### src/hw/rtl/itr_pkg.sv
// Shared types and constants for the integer to radix digit converter.
`default_nettype none
package itr_pkg;

  localparam int unsigned ValueWidthDefault = 64;
  localparam int unsigned ValueBits         = 64;
  localparam int unsigned DigitBits         = 8;
  localparam int unsigned RadixBits         = 9;

  localparam logic [RadixBits-1:0] RadixReset = 9'd10;
  localparam logic [RadixBits-1:0] RadixMin   = 9'd2;
  localparam logic [RadixBits-1:0] RadixMax   = 9'd256;

  typedef enum logic [1:0] {
    ST_IDLE,
    ST_DIV,
    ST_READ,
    ST_OUT
  } state_t;

  // Out-of-range bases are folded back into the supported span.
  function automatic logic [RadixBits-1:0] clamp_radix(input logic [RadixBits-1:0] r);
    logic [RadixBits-1:0] res;
    res = r;
    if (r < RadixMin) begin
      res = RadixMin;
    end else if (r > RadixMax) begin
      res = RadixMax;
    end
    return res;
  endfunction

endpackage
`default_nettype wire

### src/hw/rtl/itr_channels.sv
// Valid/ready channel interfaces for value requests, digit results and the radix register.
`default_nettype none

interface itr_value_if import itr_pkg::*; ();
  logic                 valid;
  logic                 ready;
  logic [ValueBits-1:0] value;
  modport source (output valid, output value, input ready);
  modport sink   (input valid, input value, output ready);
endinterface

interface itr_digit_if import itr_pkg::*; ();
  logic                 valid;
  logic                 ready;
  logic [DigitBits-1:0] digit;
  logic                 last;
  modport source (output valid, output digit, output last, input ready);
  modport sink   (input valid, input digit, input last, output ready);
endinterface

interface itr_cfg_if import itr_pkg::*; ();
  logic                 valid;
  logic                 ready;
  logic [RadixBits-1:0] radix;
  modport source (output valid, output radix, input ready);
  modport sink   (input valid, input radix, output ready);
endinterface

`default_nettype wire

### src/hw/rtl/integer_to_radix_digits.sv
// The request is taken in idle; the bit-serial divider then produces each digit, and
// each digit is then read from the digit store and presented in the output register.
// The divider performs restoring division by the radix, one quotient bit per cycle.
// A new request is taken while the final digit still waits in the output register.
// Reset (synchronous, rst high) returns to idle with no result pending and radix 10.
`default_nettype none
module integer_to_radix_digits import itr_pkg::*; #(
  parameter int unsigned VALUE_WIDTH = ValueWidthDefault
) (
  input  wire            clk,
  input  wire            rst,
  itr_cfg_if.sink        cfg,
  itr_value_if.sink      din,
  itr_digit_if.source    dout
);

  localparam int unsigned IdxBits = $clog2(VALUE_WIDTH);

  state_t state, state_next;

  logic [RadixBits-1:0]   radix;
  logic [RadixBits-1:0]   div_r;
  logic [VALUE_WIDTH-1:0] quot;
  logic [DigitBits-1:0]   rem;
  logic                   qnz;
  logic [IdxBits-1:0]     bit_cnt;
  logic [IdxBits-1:0]     ptr;

  logic [DigitBits-1:0]   mem [VALUE_WIDTH];
  logic [DigitBits-1:0]   rd_data;

  logic [DigitBits-1:0]   out_digit;
  logic                   out_last;
  logic                   out_valid;

  logic                   accept;
  logic                   load;
  logic                   ge;
  logic                   bit_done;
  logic [RadixBits-1:0]   rem_sh;
  logic [RadixBits-1:0]   rem_next;
  logic [VALUE_WIDTH-1:0] raw;
  logic [VALUE_WIDTH-1:0] mag;

  // One restoring division step: bring down the next dividend bit, subtract if it fits.
  always_comb begin
    rem_sh   = {rem, quot[VALUE_WIDTH-1]};
    ge       = (rem_sh >= div_r);
    rem_next = ge ? (rem_sh - div_r) : rem_sh;
    bit_done = (bit_cnt == '0);
    raw      = din.value[VALUE_WIDTH-1:0];
    mag      = raw[VALUE_WIDTH-1] ? (~raw + VALUE_WIDTH'(1)) : raw;
  end

  always_comb begin
    state_next = state;
    unique case (state)
      ST_IDLE: begin
        if (din.valid) state_next = ST_DIV;
      end
      ST_DIV: begin
        if (bit_done && !(qnz || ge)) state_next = ST_READ;
      end
      ST_READ: begin
        state_next = ST_OUT;
      end
      ST_OUT: begin
        if (!out_valid || dout.ready) begin
          state_next = (ptr == '0) ? ST_IDLE : ST_READ;
        end
      end
      default: state_next = ST_IDLE;
    endcase
  end

  always_comb begin
    din.ready = (state == ST_IDLE);
    cfg.ready = 1'b1;
    accept    = din.valid && (state == ST_IDLE);
    load      = (state == ST_OUT) && (!out_valid || dout.ready);
  end

  always_ff @(posedge clk) begin
    if (rst) begin
      state     <= ST_IDLE;
      radix     <= RadixReset;
      out_valid <= 1'b0;
    end else begin
      state <= state_next;
      if (cfg.valid) begin
        radix <= clamp_radix(cfg.radix);
      end
      if (load) begin
        out_valid <= 1'b1;
      end else if (dout.ready) begin
        out_valid <= 1'b0;
      end
    end
  end

  // Digits come out least significant first and are stored, then read back in reverse.
  always_ff @(posedge clk) begin
    if (accept) begin
      quot    <= mag;
      div_r   <= radix;
      rem     <= '0;
      qnz     <= 1'b0;
      bit_cnt <= IdxBits'(VALUE_WIDTH - 1);
      ptr     <= '0;
    end else if (state == ST_DIV) begin
      if (bit_done) begin
        mem[ptr] <= rem_next[DigitBits-1:0];
        quot     <= {quot[VALUE_WIDTH-2:0], ge};
        rem      <= '0;
        qnz      <= 1'b0;
        bit_cnt  <= IdxBits'(VALUE_WIDTH - 1);
        if (qnz || ge) ptr <= ptr + IdxBits'(1);
      end else begin
        quot    <= {quot[VALUE_WIDTH-2:0], ge};
        rem     <= rem_next[DigitBits-1:0];
        qnz     <= qnz | ge;
        bit_cnt <= bit_cnt - IdxBits'(1);
      end
    end else if (state == ST_READ) begin
      rd_data <= mem[ptr];
    end else if (load) begin
      out_digit <= rd_data;
      out_last  <= (ptr == '0);
      if (ptr != '0) ptr <= ptr - IdxBits'(1);
    end
  end

  assign dout.valid = out_valid;
  assign dout.digit = out_digit;
  assign dout.last  = out_last;

  a_rem_below_radix: assert property (@(posedge clk) disable iff (rst)
    (state == ST_DIV) |-> ({1'b0, rem} < div_r))
    else $error("partial remainder reached the radix");

  a_start_division: assert property (@(posedge clk) disable iff (rst)
    accept |=> (state == ST_DIV) && (ptr == '0) && (bit_cnt == IdxBits'(VALUE_WIDTH - 1)))
    else $error("division did not start cleanly after a request");

  a_last_ends_item: assert property (@(posedge clk) disable iff (rst)
    (load && (ptr == '0)) |=> (state == ST_IDLE) && dout.last && dout.valid)
    else $error("final digit not flagged or converter not idle");

endmodule
`default_nettype wire

### src/flat_wrapper.sv
// flat-port wrapper written by rule: the top's interface ports become plain ports
module integer_to_radix_digits_flat import itr_pkg::*;
#(
  parameter int unsigned VALUE_WIDTH = ValueWidthDefault
)
  (clk, rst, cfg_valid, cfg_radix, cfg_ready, din_valid, din_value, din_ready, dout_valid, dout_digit, dout_last, dout_ready);
  itr_cfg_if cfg_i ();
  itr_value_if din_i ();
  itr_digit_if dout_i ();
  input  wire clk;
  input  wire rst;
  input wire logic [$bits(cfg_i.valid)-1:0] cfg_valid;
  input wire logic [$bits(cfg_i.radix)-1:0] cfg_radix;
  output wire logic [$bits(cfg_i.ready)-1:0] cfg_ready;
  input wire logic [$bits(din_i.valid)-1:0] din_valid;
  input wire logic [$bits(din_i.value)-1:0] din_value;
  output wire logic [$bits(din_i.ready)-1:0] din_ready;
  output wire logic [$bits(dout_i.valid)-1:0] dout_valid;
  output wire logic [$bits(dout_i.digit)-1:0] dout_digit;
  output wire logic [$bits(dout_i.last)-1:0] dout_last;
  input wire logic [$bits(dout_i.ready)-1:0] dout_ready;
  assign cfg_i.valid = cfg_valid;
  assign cfg_i.radix = cfg_radix;
  assign cfg_ready = cfg_i.ready;
  assign din_i.valid = din_valid;
  assign din_i.value = din_value;
  assign din_ready = din_i.ready;
  assign dout_valid = dout_i.valid;
  assign dout_digit = dout_i.digit;
  assign dout_last = dout_i.last;
  assign dout_i.ready = dout_ready;
  integer_to_radix_digits #(.VALUE_WIDTH(VALUE_WIDTH)) u_core (.clk(clk), .rst(rst), .cfg(cfg_i), .din(din_i), .dout(dout_i));
endmodule
### config.mk
export PLATFORM = sky130hd
export DESIGN_NAME = integer_to_radix_digits_flat
export DESIGN_NICKNAME = d
export VERILOG_FILES = /design/src/hw/rtl/itr_pkg.sv /design/src/hw/rtl/itr_channels.sv /design/src/hw/rtl/integer_to_radix_digits.sv /design/src/flat_wrapper.sv
export SDC_FILE = /design/constraint.sdc
export NUM_CORES = 1
export LEC_CHECK = 0
export ABC_AREA = 1
export BUFFER_PORTS_ARGS = -buffer_cell sky130_fd_sc_hd__buf_4
export CAP_MARGIN = 20
export CORE_AREA = 2 2 238 240
export CTS_BUF_LIST = sky130_fd_sc_hd__clkbuf_8
export DETAILED_ROUTE_END_ITERATION = 16
export DIE_AREA = 0 0 240 242
export GPL_ROUTABILITY_DRIVEN = 0
export HOLD_SLACK_MARGIN = 0.06
export PLACE_DENSITY = 0.79
export SLEW_MARGIN = 25
export SYNTH_ARGS = -nofsm -noshare
export SYNTH_HDL_FRONTEND = slang
export SYNTH_SLANG_ARGS = --single-unit
### constraint.sdc
create_clock -name clk -period 4.3 [get_ports clk]
set_input_delay 0.43 -clock clk [delete_from_list [all_inputs] [get_ports clk]]
set_output_delay 0.43 -clock clk [all_outputs]
set_load 0.05 [all_outputs]
==> summary.md <==
| Metric | Value |
|---|---|
| Status | finished, final reports clean |
| Height of the die | 242 um |
| Number of resized instances in the post-cts repair step | 0 |
| Tcrit/Tclk final | 83.2% |
| Syn. warnings | 0 |
| Post-layout worst setup margin | 0.722 ns |
| Detail-routed net length per standard cell | 20.4 um |
| Capture endpoint of the worst hold path | u_core.dout.valid$_SDFFE_PP0P_ |
| Worst vdd ir | 0.475 mV |
| Number of primary I/O pins | 90 |
| Startpoint class of the critical path | flop |
| Die extent in x | 240 um |
| Total Routed Length | 72.9 mm |
| Time the final worst path needs with I/O delays and setup | 3.58 ns |
| Clock tree from TritonCTS | yes |
| Worst Hold Depth | 4 |
| Cell count of the worst reg-to-reg path | 11 |
| Pin count of the biggest net entering global routing | 89 |
| Unique cell type count in the Yosys netlist | 39 |
| Synth Area per Inst | 10.6 um2 |
| Via density | 5.68 |
| Count leader, synth | nand2_1 |
| Required time worst endpoint | 4.74 ns |
| FF-to-FF End | u_core.rd_data[4]$_DFFE_PP_ |
| Maximum frequency from static timing analysis | 279 MHz |
| Dpl ws | 0.894 ns |
| Hold crit path type | input port to flop |
| Number of register bits inferred by synthesis | 635 |
| Master cell of the clock root buffer | clkbuf_8 |
| First-pass iteration count of the detailed router | 6 |
| Total of endpoints with negative setup slack in the final report | 0 |
| Power per standard cell area | 535 mW/mm2 |
| Ranking of synthesized cells by area | edfxtp_1 (66%), nand2_1 (14%), nor2_1 (3.3%) |
| Most numerous cell types in the synthesized netlist | nand2_1 (994), edfxtp_1 (602), nor2_1 (240), inv_1 (104), o21ai_0 (95) |
| GRT Util Overall | 25.1% |
| Launch instance of the worst min-delay path | dout_ready |
| FFs w/ async S/R, synth | 0% |
| Crit Path Class | flop to flop |
| Startpoint of the lowest-slack register-to-register path | u_core.ptr[2]$_SDFFE_PP0P_ |
| Count of vias placed by the detailed router | 20277 |
| Later-pin clock latency in the skew report | 0.69 ns |
| Post-synthesis cell area | 0.0274 mm2 |
| Remaining antenna violation count | 0 |
| Unrepaired setup endpoints after global routing | false |
| Clock tree skew after final layout | 0.0363 ns |
| Seq/Total Area, Yosys | 68.4% |
| Leading area contributor after synthesis | edfxtp_1 |
| Clock tree buffer depth | 3 |
| R2R Setup Slk | 0.72 ns |
| Initial antenna violation count | 3 |
| Clk sink count | 635 |
| Quantity of hold-fixing buffers added after cts | 15 |
| Full die area | 0.0581 mm2 |
| Clock slew at the register clock pins of the worst setup and hold paths | 0.07 ns |
| Actual slew at the worst max-slew pin | 0.994 ns |
| Predominant post-synthesis flop cell | edfxtp_1 |
| Share of cells above drive strength 1 | 11.1% |
| Post-CTS Setup Inserts | 0 |
| Final Hold Fails | 0 |
| Number of synthesized flops with an enable pin | 602 |
| Final Net Count | 2836 |
| Utilization of the core after routing | 55.7% |
| Placeable Area | 0.0557 mm2 |
| Rel. slew slack | 33.7% |
| Clock buffers created by TritonCTS | 97 |
| Growth of design area from synthesis to finish | 13.3% |
| Mapped Nets | 2680 |
| Kind of capture point of the worst setup path | flop |
| Maximum Capacitance Violations | 0 |
| Worst Path Max Fanout | 49 |
| GRT Residual Overflow | 0 |
| Placed wire-length estimate after detailed placement | 46.2 mm |
| Port Buf Inserts | 88 |
| Initial standard-cell utilization of the core | 49.2% |
| Standard-cell rows | 87 |
| Share of the synthesized area in the top cell type | 65.9% |
| Mapped Cells | 2584 |
| Via count of the first global-routing pass | 20293 |
| Data arrival time of the critical path | 4.01 ns |
| Static leakage | 11.6 nW |
| H-Tree Depth | 3 |
| Number of slew-limit violations in the final report | 0 |
| First-pass GRT wire length | 112 mm |
| Number of DRC violations after detailed-routing iteration 0 | 2599 |
| DR DRC count | 0 |
logic make-up (layout without fill, tap and decap cells):
group	count (synthesis)	count (layout)	synth area share (%)
simple gates	1472	1472	22.2
flops	635	635	68.4
compound gates	214	214	4.25
buf+inv	208	440	3.20
xor+xnor	36	36	1.15
fa+ha+maj	18	18	0.876
other cells	1	2	0.0137
layout make-up:
| type | instances | area, um2 |
|---|---|---|
| repair buffers | 144 | 1160 |
| inverters | 121 | 455 |
| clock buffers | 99 | 1360 |
| clock inverters | 76 | 512 |
| fillers | 4531 | 24700 |
| flip-flops and latches | 635 | 18700 |
| multi-input cells | 1741 | 7890 |
| diodes | 1 | 2.50 |
| well taps | 756 | 946 |
power by group:
group / leakage [nW] / switching [mW] / internal (mW)
logic: 4.76 / 2.49 / 0.577
clock network: 1.05 / 2.37 / 2.52
registers: 5.82 / 0.0966 / 8.55
total: 11.6 / 4.96 / 11.7
flip-flops by register name, indices dropped and copies added, names as in the netlist, 2 cells and up:
name and flops:
u_core.rem 8, u_core.radix 9, u_core.bit_cnt 6, u_core.state 2, u_core.dout.digit 8, u_core.rd_data 8
u_core.quot 64, u_core.mem 512, u_core.div_r 9, u_core.ptr 6
worst max-delay path by stage:
stage,from,end,slack (ns),depth (start not counted)
global route,u_core.ptr[2]$_SDFFE_PP0P_,u_core.rd_data[6]$_DFFE_PP_,0.62,10
floorplan,u_core.rem[5]$_SDFFE_PP0P_,u_core.mem[0][2]$_DFFE_PP_,-0.15,8
detailed placement,u_core.ptr[2]$_SDFFE_PP0P_,u_core.mem[9][2]$_DFFE_PP_,0.89,7
global placement,u_core.ptr[2]$_SDFFE_PP0P_,u_core.mem[49][1]$_DFFE_PP_,0.96,7
finish,u_core.ptr[2]$_SDFFE_PP0P_,u_core.rd_data[4]$_DFFE_PP_,0.72,11
CTS,u_core.ptr[2]$_SDFFE_PP0P_,u_core.mem[41][0]$_DFFE_PP_,0.85,7
layout by cell type, fill, tap and decap left out, drive strengths merged, types with 5 or more instances in the layout:
| master | count |
|---|---|
| clkinvlp | 7 |
| edfxtp | 602 |
| xor2 | 20 |
| or2 | 6 |
| nand3 | 98 |
| a21oi | 58 |
| clkinv | 36 |
| nand3b | 17 |
| nor2 | 244 |
| dfxtp | 33 |
| xnor2 | 16 |
| a22oi | 23 |
| nand4 | 85 |
| dlygate4sd3 | 15 |
| o211ai | 6 |
| buf | 129 |
| nor3 | 17 |
| o21ai | 114 |
| nand2 | 1000 |
| ha | 16 |
| a31oi | 5 |
| bufinv | 6 |
| clkbuf | 99 |
| inv | 148 |
through the flow:
stage | hold WS [ns] | setup TNS (ns) | instance area (um2) | power (mW) | cells
finish | 0.0990 | 0 | 31100 | 16.6 | 3573
global route | 0.0818 | 0 | 31100 | 17.1 | 3572
CTS | 0.0627 | 0 | 31100 | 16.6 | 3572
detailed placement | 0.424 | 0 | 29000 | 11.8 | 3382
global placement | 0.417 | 0 | 29000 | 11.6 | 3382
floorplan | 0.400 | -18.72 | 27400 | 10.3 | 2584
routing by layer:
metal  GRT usage, %  wire, um  up-vias
met5              0        29        -
met1           31.6     26500     9487
met4           12.3      3660        4
met2           40.5     33900     1371
met3           6.11      8890      260
li1               -         -     9155
worst max-delay path: stages (launching register included):
cell and delay, ns:
dfxtp_1 0.31, buf_4 0.21, inv_2 0.25, nand3_1 0.24
clkinv_2 0.75, buf_4 0.51, nand2_1 0.10, nand4_1 0.17
o21ai_0 0.43, nand2_1 0.13, nor2_1 0.13, nand2_1 0.07
(Power assumes the default switching activity.)
